### config.mk
export PLATFORM = sky130hd
export DESIGN_NAME = delta_list_timeout_table_top_flat
export DESIGN_NICKNAME = d
export VERILOG_FILES = /design/src/sv/dltt_pkg.sv /design/src/sv/dltt_req_if.sv /design/src/sv/dltt_rsp_if.sv /design/src/sv/delta_list_timeout_table_top.sv /design/src/sv/dltt_ram.sv /design/src/flat_wrapper.sv
export SDC_FILE = /design/constraint.sdc
export NUM_CORES = 2
export LEC_CHECK = 0
export BUFFER_PORTS_ARGS = -buffer_cell sky130_fd_sc_hd__buf_2
export CAP_MARGIN = 10
export CORE_AREA = 2 2 444 446
export CTS_BUF_LIST = sky130_fd_sc_hd__clkbuf_2
export DETAILED_ROUTE_END_ITERATION = 6
export DIE_AREA = 0 0 446 448
export PLACE_DENSITY = 0.81
export SLEW_MARGIN = 20
export SYNTH_ARGS = -nofsm -noshare
export SYNTH_HDL_FRONTEND = slang
export SYNTH_HIERARCHICAL = 1
export SYNTH_SLANG_ARGS = --single-unit
### constraint.sdc
create_clock -name clk -period 10.89 [get_ports clk]
set_clock_uncertainty 0.05 [all_clocks]
set_input_delay 1.6335 -clock clk [delete_from_list [all_inputs] [get_ports clk]]
set_output_delay 1.6335 -clock clk [all_outputs]
set_load 0.02 [all_outputs]
### src/sv/dltt_pkg.sv
package dltt_pkg;

  localparam int DLTT_ENTRIES = 32;

  localparam int HANDLER_W = 16;
  localparam int ARG_W     = 32;
  localparam int DELAY_W   = 31;
  localparam int STATUS_W  = 2;
  localparam int SLOT_W    = 5;
  localparam int COUNT_W   = 5;

  typedef enum logic {
    ACT_INSERT = 1'b0,
    ACT_REMOVE = 1'b1
  } action_t;

  typedef enum logic [STATUS_W-1:0] {
    ST_INSERTED = 2'd0,
    ST_FULL     = 2'd1,
    ST_REMOVED  = 2'd2,
    ST_NO_MATCH = 2'd3
  } status_t;

  typedef enum logic [2:0] {
    S_IDLE,
    S_SCAN,
    S_SHIFT_UP,
    S_PLACE,
    S_SHIFT_DN,
    S_DONE
  } state_t;

  typedef struct packed {
    logic [HANDLER_W-1:0] handler;
    logic [ARG_W-1:0]     arg;
    logic [DELAY_W-1:0]   delta;
  } entry_t;

endpackage

### src/sv/dltt_req_if.sv
interface dltt_req_if;
  import dltt_pkg::*;

  logic                 valid;
  logic                 ready;
  logic                 action;
  logic [HANDLER_W-1:0] handler_id;
  logic [ARG_W-1:0]     arg_tag;
  logic [DELAY_W-1:0]   delay_ticks;

  modport source (
    output valid, action, handler_id, arg_tag, delay_ticks,
    input  ready
  );

  modport sink (
    input  valid, action, handler_id, arg_tag, delay_ticks,
    output ready
  );
endinterface

### src/sv/dltt_rsp_if.sv
interface dltt_rsp_if;
  import dltt_pkg::*;

  logic                valid;
  logic                ready;
  logic [STATUS_W-1:0] status;
  logic [SLOT_W-1:0]   slot;
  logic [COUNT_W-1:0]  live_count;

  modport source (
    output valid, status, slot, live_count,
    input  ready
  );

  modport sink (
    input  valid, status, slot, live_count,
    output ready
  );
endinterface

### src/sv/delta_list_timeout_table_top.sv
// Timeout table kept as a delta list in one synchronous RAM (ENTRIES slots, one holds
// back as the full margin, so at most ENTRIES-1 are live). Each request word is an insert
// or a remove and yields exactly one response word. The table does at most one RAM read and
// one RAM write per cycle: first a scan up to the insert point or the match, then a shift of
// the entries behind it. An insert into a full table skips the scan and the shift. One
// request is in flight at a time; a new request is taken while the previous response still
// waits in the output register. The RAM needs no clearing after reset: only slots below the
// live count are used.
module delta_list_timeout_table_top #(
  parameter int ENTRIES = dltt_pkg::DLTT_ENTRIES
) (
  input logic        clk,
  input logic        rst,
  dltt_req_if.sink   req,
  dltt_rsp_if.source rsp
);
  import dltt_pkg::*;

  localparam int IW = $clog2(ENTRIES);
  localparam logic [IW-1:0] LAST = IW'(ENTRIES - 1);

  state_t state, state_next;

  logic                 act;
  logic [HANDLER_W-1:0] hid;
  logic [ARG_W-1:0]     tag;
  logic [DELAY_W-1:0]   t_rem, t_rem_next;
  logic [DELAY_W-1:0]   delta_keep, delta_keep_next;
  logic [IW-1:0]        idx, idx_next;
  logic [IW-1:0]        src, src_next;
  logic [IW-1:0]        live, live_next;
  status_t              res_status, res_status_next;
  logic [IW-1:0]        res_slot, res_slot_next;
  logic                 out_load;

  logic                 ram_we;
  logic [IW-1:0]        ram_waddr, ram_raddr;
  entry_t               ram_wdata, rd;

  logic                 req_fire;
  logic                 in_range;
  logic                 match;
  logic [IW:0]          idx_inc, src_inc;
  logic [IW+SLOT_W-1:0]  slot_pad;
  logic [IW+COUNT_W-1:0] live_pad;

  dltt_ram #(
    .WIDTH ($bits(entry_t)),
    .DEPTH (ENTRIES)
  ) u_ram (
    .clk   (clk),
    .we    (ram_we),
    .waddr (ram_waddr),
    .wdata (ram_wdata),
    .raddr (ram_raddr),
    .rdata (rd)
  );

  assign req.ready = (state == S_IDLE);
  assign req_fire  = req.valid && req.ready;
  assign in_range  = (idx < live);
  assign match     = (rd.handler == hid) && (rd.arg == tag);
  assign idx_inc   = {1'b0, idx} + 1'b1;
  assign src_inc   = {1'b0, src} + 1'b1;

  always_comb begin
    state_next      = state;
    t_rem_next      = t_rem;
    delta_keep_next = delta_keep;
    idx_next        = idx;
    src_next        = src;
    live_next       = live;
    res_status_next = res_status;
    res_slot_next   = res_slot;
    out_load        = 1'b0;
    ram_we          = 1'b0;
    ram_waddr       = idx;
    ram_wdata       = rd;
    ram_raddr       = idx_inc[IW-1:0];

    unique case (state)
      S_IDLE: begin
        ram_raddr = '0;
        if (req_fire) begin
          idx_next   = '0;
          t_rem_next = req.delay_ticks;
          if (req.action == ACT_INSERT && live == LAST) begin
            res_status_next = ST_FULL;
            res_slot_next   = '0;
            state_next      = S_DONE;
          end else begin
            state_next = S_SCAN;
          end
        end
      end

      S_SCAN: begin
        if (act == ACT_INSERT) begin
          if (in_range && rd.delta <= t_rem) begin
            // consume this delta and keep walking
            t_rem_next = t_rem - rd.delta;
            idx_next   = idx_inc[IW-1:0];
          end else begin
            res_status_next = ST_INSERTED;
            res_slot_next   = idx;
            src_next        = live - 1'b1;
            ram_raddr       = live - 1'b1;
            state_next      = in_range ? S_SHIFT_UP : S_PLACE;
          end
        end else begin
          if (!in_range) begin
            res_status_next = ST_NO_MATCH;
            res_slot_next   = '0;
            state_next      = S_DONE;
          end else if (match) begin
            res_status_next = ST_REMOVED;
            res_slot_next   = idx;
            delta_keep_next = rd.delta;
            src_next        = idx_inc[IW-1:0];
            state_next      = (idx_inc < {1'b0, live}) ? S_SHIFT_DN : S_DONE;
          end else begin
            idx_next = idx_inc[IW-1:0];
          end
        end
      end

      S_SHIFT_UP: begin
        // move src up one slot; the old occupant of the insert point gives up t_rem
        ram_we    = 1'b1;
        ram_waddr = src_inc[IW-1:0];
        if (src == idx) begin
          ram_wdata.delta = rd.delta - t_rem;
          state_next      = S_PLACE;
        end
        ram_raddr = src - 1'b1;
        src_next  = src - 1'b1;
      end

      S_PLACE: begin
        ram_we    = 1'b1;
        ram_waddr = idx;
        ram_wdata = '{handler: hid, arg: tag, delta: t_rem};
        state_next = S_DONE;
      end

      S_SHIFT_DN: begin
        // close the gap; the follower absorbs the removed delta
        ram_we    = 1'b1;
        ram_waddr = src - 1'b1;
        if (src == idx_inc[IW-1:0]) begin
          ram_wdata.delta = rd.delta + delta_keep;
        end
        ram_raddr = src_inc[IW-1:0];
        src_next  = src_inc[IW-1:0];
        if (src_inc == {1'b0, live}) begin
          state_next = S_DONE;
        end
      end

      S_DONE: begin
        if (!rsp.valid || rsp.ready) begin
          out_load = 1'b1;
          if (res_status == ST_INSERTED) begin
            live_next = live + 1'b1;
          end else if (res_status == ST_REMOVED) begin
            live_next = live - 1'b1;
          end
          state_next = S_IDLE;
        end
      end

      default: begin
        state_next = S_IDLE;
      end
    endcase
  end

  assign slot_pad = {{SLOT_W{1'b0}}, res_slot};
  assign live_pad = {{COUNT_W{1'b0}}, live_next};

  always_ff @(posedge clk) begin
    if (rst) begin
      state <= S_IDLE;
      live  <= '0;
    end else begin
      state <= state_next;
      live  <= live_next;
    end
  end

  always_ff @(posedge clk) begin
    if (req_fire) begin
      act <= req.action;
      hid <= req.handler_id;
      tag <= req.arg_tag;
    end
    t_rem      <= t_rem_next;
    delta_keep <= delta_keep_next;
    idx        <= idx_next;
    src        <= src_next;
    res_status <= res_status_next;
    res_slot   <= res_slot_next;
  end

  always_ff @(posedge clk) begin
    if (rst) begin
      rsp.valid <= 1'b0;
    end else if (out_load) begin
      rsp.valid <= 1'b1;
    end else if (rsp.ready) begin
      rsp.valid <= 1'b0;
    end
  end

  always_ff @(posedge clk) begin
    if (out_load) begin
      rsp.status     <= res_status;
      rsp.slot       <= slot_pad[SLOT_W-1:0];
      rsp.live_count <= live_pad[COUNT_W-1:0];
    end
  end
endmodule

### src/sv/dltt_ram.sv
module dltt_ram #(
  parameter int WIDTH = 8,
  parameter int DEPTH = 32
) (
  input  logic                     clk,
  input  logic                     we,
  input  logic [$clog2(DEPTH)-1:0] waddr,
  input  logic [WIDTH-1:0]         wdata,
  input  logic [$clog2(DEPTH)-1:0] raddr,
  output logic [WIDTH-1:0]         rdata
);
  logic [WIDTH-1:0] mem [DEPTH];

  always_ff @(posedge clk) begin
    if (we) begin
      mem[waddr] <= wdata;
    end
    rdata <= mem[raddr];
  end
endmodule

### src/flat_wrapper.sv
// flat-port wrapper written by rule: the top's interface ports become plain ports
module delta_list_timeout_table_top_flat import dltt_pkg::*;
#(
  parameter int ENTRIES = dltt_pkg::DLTT_ENTRIES
)
  (clk, rst, req_valid, req_action, req_handler_id, req_arg_tag, req_delay_ticks, req_ready, rsp_valid, rsp_status, rsp_slot, rsp_live_count, rsp_ready);
  dltt_req_if req_i ();
  dltt_rsp_if rsp_i ();
  input logic clk;
  input logic rst;
  input wire logic [$bits(req_i.valid)-1:0] req_valid;
  input wire logic [$bits(req_i.action)-1:0] req_action;
  input wire logic [$bits(req_i.handler_id)-1:0] req_handler_id;
  input wire logic [$bits(req_i.arg_tag)-1:0] req_arg_tag;
  input wire logic [$bits(req_i.delay_ticks)-1:0] req_delay_ticks;
  output wire logic [$bits(req_i.ready)-1:0] req_ready;
  output wire logic [$bits(rsp_i.valid)-1:0] rsp_valid;
  output wire logic [$bits(rsp_i.status)-1:0] rsp_status;
  output wire logic [$bits(rsp_i.slot)-1:0] rsp_slot;
  output wire logic [$bits(rsp_i.live_count)-1:0] rsp_live_count;
  input wire logic [$bits(rsp_i.ready)-1:0] rsp_ready;
  assign req_i.valid = req_valid;
  assign req_i.action = req_action;
  assign req_i.handler_id = req_handler_id;
  assign req_i.arg_tag = req_arg_tag;
  assign req_i.delay_ticks = req_delay_ticks;
  assign req_ready = req_i.ready;
  assign rsp_valid = rsp_i.valid;
  assign rsp_status = rsp_i.status;
  assign rsp_slot = rsp_i.slot;
  assign rsp_live_count = rsp_i.live_count;
  assign rsp_i.ready = rsp_ready;
  delta_list_timeout_table_top #(.ENTRIES(ENTRIES)) u_core (.clk(clk), .rst(rst), .req(req_i), .rsp(rsp_i));
endmodule
* After elaboration in Yosys (flattened, before gate mapping)
Memories as Yosys holds them, arrays and structs flattened. A register that Yosys moved wholly into a read port is not among the register bits. Cells that the tools add are included.
Word-level totals: memories kept 1, output and inout bits 14, input bits 84, word-level logic and storage cells 131, bits in registers 149, memory bits (writable) 2528
Operators by class: multiplexer cells 60, $lt $le $gt $ge 3, bitwise logic cells 1, add/sub/neg operators 8, reductions and logical operators 18, eq/ne operators 25
Memories:
- u_core.u_ram.mem | words 32, width 79, read ports 1, clocked after Yosys merged registers in 1, wr ports 1, RTL line dltt_ram.sv:12 | logic [WIDTH-1:0] mem [DEPTH];
Operators with widths (count):
- $mux 31 | 5
- $mux 5 | 21
- $pmux 31 s3 | 1
- $pmux 31 s2 | 1
- $sub 31x31->31 | 2
- $mux 48 | 1
- $eq 32x32->1 | 1
- $add 31x31->31 | 1
- $le 31x31->1 | 1
- $pmux 5 s2 | 3
- $mux 3 | 9
- $pmux 5 s4 | 1
- $pmux 3 s6 | 1
- $eq 16x16->1 | 1
- $pmux 5 s3 | 1
- $add 5x1->6 const B | 2
- $mux 2 | 6
- $reduce_and 4->1 | 3
- $eq 5x5->1 | 2
- $reduce_and 5->1 | 2
- $sub 5x1->5 const B | 2
- $mux 1 | 9
- $ne 3x3->1 const B | 3
- $ne 2x1->1 const B | 4
- 24 further kinds | 32

* Longest topological paths before layout
depth in word-level cells 7, depth in mapped cells 22, gate-level depth less buffers 16

* Hierarchy
Netlist, hierarchy kept.
By module, submodules not included:
- dltt_ram | area each 97658.7 um^2, times used 1, seq. area each 77494.3 um^2, cells an instance 4635
- delta_list_timeout_table_top | area each 12908.6 um^2, times used 1, seq. area each 4384.2 um^2, cells an instance 1512

* Worst setup path before layout
OpenSTA, ideal clock, no wires.
path type register to register, start register u_core.src[0], end memory u_core/u_ram/mem[28][0] (netlist name), enable pin, setup slack 4.844 ns, cell stages (with the launch flop) 10, period minus slack after synthesis 6.046 ns, arrival 5.478 ns, buffers on the path 2, library setup time 0.517 ns, required time 10.323 ns, cells stage by stage edfxtp_1 -> clkbuf_1 -> inv_1 -> ha_1 -> nor2_1 -> a21oi_1 -> a221o_1 -> or3b_2 -> clkbuf_1 -> nor2_1
On the way: longest elaborated chain between the ends 2, elaborated cells between the ends (all ways) 3, those cells by class add/sub (2); mux (1)
RTL lines:
- start: declaration | RTL line delta_list_timeout_table_top.sv:30 | logic [IW-1:0] src, src_next;
- start signal: assignment | RTL line delta_list_timeout_table_top.sv:200 | src <= src_next;
- $sub 5x1->5 or $add 5x1->6 (tied branches) | RTL line delta_list_timeout_table_top.sv:149, delta_list_timeout_table_top.sv:64
- $pmux 5 s2 * | RTL line delta_list_timeout_table_top.sv:81 | unique case (state)
- net u_core.ram_waddr[1] | RTL line delta_list_timeout_table_top.sv:37 | logic [IW-1:0] ram_waddr, ram_raddr;
- end: declaration | RTL line dltt_ram.sv:12
The timed path passes the listed nets; every way through them passes the cells marked *.

* Worst setup path after layout
start register u_core.u_ram.rdata[2], read port of u_core.u_ram.mem, end register u_core.u_ram.rdata[18], read port of u_core.u_ram.mem
On the way: longest elaborated chain between the ends 5
RTL lines:
- start: declaration | RTL line dltt_ram.sv:10 | output logic [WIDTH-1:0] rdata
- $le 31x31->1 | RTL line delta_list_timeout_table_top.sv:99 | if (in_range && rd.delta <= t_rem) begin
- $logic_and 1x1->1 | RTL line delta_list_timeout_table_top.sv:99
- $mux 5 | RTL line delta_list_timeout_table_top.sv:99
- $mux 5 | RTL line delta_list_timeout_table_top.sv:98 | if (act == ACT_INSERT) begin
- $pmux 5 s4 | RTL line delta_list_timeout_table_top.sv:81
- net u_core.ram_raddr[2] | RTL line delta_list_timeout_table_top.sv:37
The timed path passes the listed nets, and every way through them passes these cells. A chain may end at the register's enable or synchronous reset.

==> insert_results.sql <==
INSERT INTO impl_metrics (metric_group, metric, value, unit) VALUES
('outcome', 'run_status', 'completed', ''),
('setup_path', 'cp_slowest_cell', 'sky130_fd_sc_hd__buf_4', ''),
('place', 'gpl.final_weighted_congestion', '0.892', ''),
('timing', 'slew_headroom', '0.126', ''),
('synthesis', 'post_synth_main_area_contributors', 'sky130_fd_sc_hd__edfxtp_1 72%, sky130_fd_sc_hd__mux4_2 6.4%, sky130_fd_sc_hd__mux2i_1 5.8%', ''),
('synthesis', 'synth_edf_count', '2668', ''),
('timing', 'final-max-slew-violation-count', '0', ''),
('floorplanning', 'die_height', '448', 'um'),
('synthesis', 'post-synth-top-area-fraction', '0.725', ''),
('clocking', 'numClockSinks', '2756', ''),
('cells_and_area', 'drive_gt1_frac', '0.236', ''),
('synthesis', 'synth.lib_cells_used.distinct', '77', ''),
('pwr', 'combinationalPowerShare', '0.479', ''),
('pwr', 'clock_power_share', '0.161', ''),
('setup_path', 'setup.worst_path.end_class', 'flop', ''),
('clocking', 'post_cts_resize_count', '0', ''),
('timing', 'grt_setup_unrepaired', 'false', ''),
('synthesis', 'ys.warnings.count', '6', ''),
('setup_path', 'crit_arrival', '8.73', 'ns'),
('clocking', 'postCtsSetupRepairBufs', '0', ''),
('drt', 'wirelength', '298000', 'um'),
('synthesis', 'synthesis_stage_register_bit_count', '2756', ''),
('floorplanning', 'die_w', '446', 'um'),
('clocking', 'cts_hold_repair.buffers', '79', ''),
('cells_and_area', 'post_layout_nonfiller_instances', '9872', ''),
('synthesis', 'synth.most_common_cell', 'sky130_fd_sc_hd__edfxtp_1', ''),
('synthesis', 'yosysSeqAreaShare', '0.741', ''),
('setup_path', 'max_stage_delay', '0.87', 'ns'),
('synthesis', 'synth.net_count', '6339', ''),
('clocking', 'numCtsBuffers', '673', ''),
('clocking', 'clock_tree.root_cell', 'sky130_fd_sc_hd__clkbuf_2', ''),
('global_route', 'groute.layer.met3.usage', '0.0723', ''),
('setup_path', 'worst-setup-path-type', 'reg2reg', ''),
('floorplanning', 'core.rowCount', '162', ''),
('pwr', 'power.switching', '17500', 'uW'),
('global_route', 'globalRouteTotalUtil', '0.296', ''),
('place', 'placedCellCount', '8589', ''),
('pwr', 'static-leakage-power', '0.0410', 'uW'),
('drt', 'route.vias.total', '64769', ''),
('setup_path', 'critical_path.cell_chain', 'ha_1 > a21oi_1 > a21oi_1 > nor3_1 > o21ai_1 > a31oi_1 > o21ai_0 > nand2_1 > a21boi_1 > o22ai_1 > a22oi_2 > buf_12 > buf_4 > buf_4 > mux4_2 > a22o_1 > a31oi_1 > nand3_1', ''),
('timing', 'min_period_over_period', '0.650', ''),
('synthesis', 'post_synth.cell_area_avg', '18.0', 'sq um'),
('timing', 'fin_setup_tns', '0', 'ns'),
('timing', 'hold_ws', '0.229', 'ns'),
('drt', 'drt_first_iter_violations', '8918', ''),
('cells_and_area', 'area_growth_from_synthesis_to_layout', '9.65', '%'),
('global_route', 'initial_antenna_violation_count', '8', ''),
('drt', 'detail_routed_net_length_per_standard_cell', '30.2', 'um'),
('clocking', 'worst_setup_hold_path_clk_slew', '0.10', 'ns'),
('place', 'place.port_buffers', '97', ''),
('pwr', 'ir_drop', '0.486', 'mV'),
('job', 'cap_viol_max_count', '0', ''),
('drt', 'via_per_inst', '6.56', ''),
('global_route', 'grt_pass1_wl', '425000', 'um'),
('timing', 'finalHoldViolCount', '0', ''),
('synthesis', 'synth_commonest_cells', '2668 x sky130_fd_sc_hd__edfxtp_1, 637 x sky130_fd_sc_hd__mux2i_1, 419 x sky130_fd_sc_hd__a22oi_1, 316 x sky130_fd_sc_hd__mux4_2, 273 x sky130_fd_sc_hd__nand2_1', ''),
('drt', 'detail_route.first_pass.iterations', '6', ''),
('synthesis', 'netlist_instances', '6147', ''),
('clocking', 'ctsHtreeMaxLevel', '6', ''),
('pwr', 'p_sw_frac', '0.418', ''),
('setup_path', 'worst-r2r-setup-slack', '3.81', 'ns'),
('timing', 'timing.final.setup_violations', '0', ''),
('drt', 'detail_route.drc_violations', '0', ''),
('synthesis', 'postSynth.asyncResetShare', '0', ''),
('drt', 'route.antenna.remaining_nets', '0', ''),
('global_route', 'globalRouteOverflowTotal', '0', ''),
('pwr', 'pwr-share-seq', '0.360', ''),
('floorplanning', 'initial_util', '0.568', ''),
('timing', 'worst_slew_pin_slew', '1.31', 'ns'),
('synthesis', 'netlist_area', '111000', 'sq um'),
('global_route', 'grt-busiest-layer', 'met2', '');
==> final cells by class <==
cell class                 instances  area (sq um)
multi-input combinational       2948         27300
tap                             2542          3180
clock buffer                    1018          5090
inverter                         102           383
clock inverter                   175           876
timing repair buffer             321          2520
antenna                           10          25.0
fill                           13288         73300
sequential                      2756         81900
==> critical path, delay by kind of cell, from the launching register on <==
kind / cells / cell delay [ns]
adder cells (fa/ha/maj): 1 / 0.48
AND/OR/NAND/NOR: 3 / 0.52
multiplexers: 1 / 0.43
AO/OA/AOI/OAI: 10 / 2.69
flip-flops: 1 / 0.41
buffers and inverters: 3 / 2.10
==> layout by cell type, fill, tap and decap left out, types with 17 or more instances in the layout <==
cell / n
sky130_fd_sc_hd__inv_2: 17
sky130_fd_sc_hd__nand4_1: 60
sky130_fd_sc_hd__buf_2: 97
sky130_fd_sc_hd__clkbuf_2: 1018
sky130_fd_sc_hd__nor2_4: 35
sky130_fd_sc_hd__a21o_1: 50
sky130_fd_sc_hd__mux2i_1: 637
sky130_fd_sc_hd__xor2_1: 85
sky130_fd_sc_hd__buf_4: 134
sky130_fd_sc_hd__dfxtp_1: 88
sky130_fd_sc_hd__a22o_1: 52
sky130_fd_sc_hd__dlygate4sd3_1: 79
sky130_fd_sc_hd__nor3_1: 26
sky130_fd_sc_hd__mux4_2: 316
sky130_fd_sc_hd__o21ai_0: 89
sky130_fd_sc_hd__a22oi_1: 417
sky130_fd_sc_hd__a31oi_1: 68
sky130_fd_sc_hd__clkinv_1: 132
sky130_fd_sc_hd__ha_1: 105
sky130_fd_sc_hd__nand2b_1: 17
sky130_fd_sc_hd__xnor2_1: 64
sky130_fd_sc_hd__nand3_1: 167
sky130_fd_sc_hd__nor2b_1: 26
sky130_fd_sc_hd__a21oi_1: 117
sky130_fd_sc_hd__nand2_1: 268
sky130_fd_sc_hd__inv_1: 102
sky130_fd_sc_hd__nor2_1: 78
sky130_fd_sc_hd__edfxtp_1: 2668
==> power groups by stage <==
stage | sequential [uW] | clock (uW) | combinational, uW
2_1_floorplan | 15000 | 0 | 13800
3_3_place_gp | 15200 | 0 | 19000
3_5_place_dp | 15300 | 0 | 19500
4_1_cts | 15000 | 6820 | 19600
5_1_grt | 15100 | 7330 | 21000
6_report | 15000 | 6730 | 20000
==> layer usage <==
| metal | share of wire | vias up |
|---|---|---|
| met2 | 0.47 | 5147 |
| li1 | - | 26591 |
| met4 | 0.048 | 6 |
| met1 | 0.34 | 32155 |
| met5 | 0.00013 | - |
| met3 | 0.14 | 870 |
==> flip-flops by register name (all words and copies together), names as in the netlist <==
register / flops
u_core/delta_keep: 31
u_core/rsp.status: 2
u_core/live: 5
u_core/res_status: 2
u_core/state: 3
u_core/rsp.live_count: 5
u_core/src: 5
u_core/act: 1
u_core/u_ram/mem: 2528
u_core/res_slot: 5
u_core/tag: 32
u_core/hid: 16
u_core/rsp.slot: 5
u_core/t_rem: 31
u_core/idx: 5
u_core/u_ram/rdata: 79
u_core/rsp.valid: 1
==> logic make-up (layout without fill, tap and decap cells) <==
logic type | count (synthesis) | after routing | synth area share
AOI/OAI and AO/OA | 951 | 951 | 0.0604
xor gates and xnor gates | 153 | 153 | 0.0124
adders and majority gates | 108 | 108 | 0.0124
buffers and inverters | 443 | 1616 | 0.0182
DFF | 2756 | 2756 | 0.741
muxes | 954 | 954 | 0.122
other | 0 | 10 | 0
and+or+nand+nor | 782 | 782 | 0.0338
==> stage by stage <==
stage | worst slack [ns] | area (sq um) | utilization
final | 3.81 | 121000 | 0.623
after global routing | 3.39 | 121000 | 0.623
after CTS | 3.95 | 121000 | 0.622
after detailed placement | 4.01 | 114000 | 0.588
after global placement | 4.08 | 114000 | 0.587
after floorplan | 4.84 | 111000 | -
==> worst paths after layout <==
| check | depth (start not counted) | from | endpoint |
|---|---|---|---|
| setup / recovery | 18 | u_core/u_ram/rdata[2] | u_core/u_ram/rdata[18] |
| hold / removal | 3 | req_delay_ticks[11] | u_core/t_rem[11] |
| hold reg to reg | 0 | u_core/res_slot[2] | u_core/rsp.slot[2] |
| setup reg to reg | 18 | u_core/u_ram/rdata[2] | u_core/u_ram/rdata[18] |
Power figures use the tool's default switching activity.
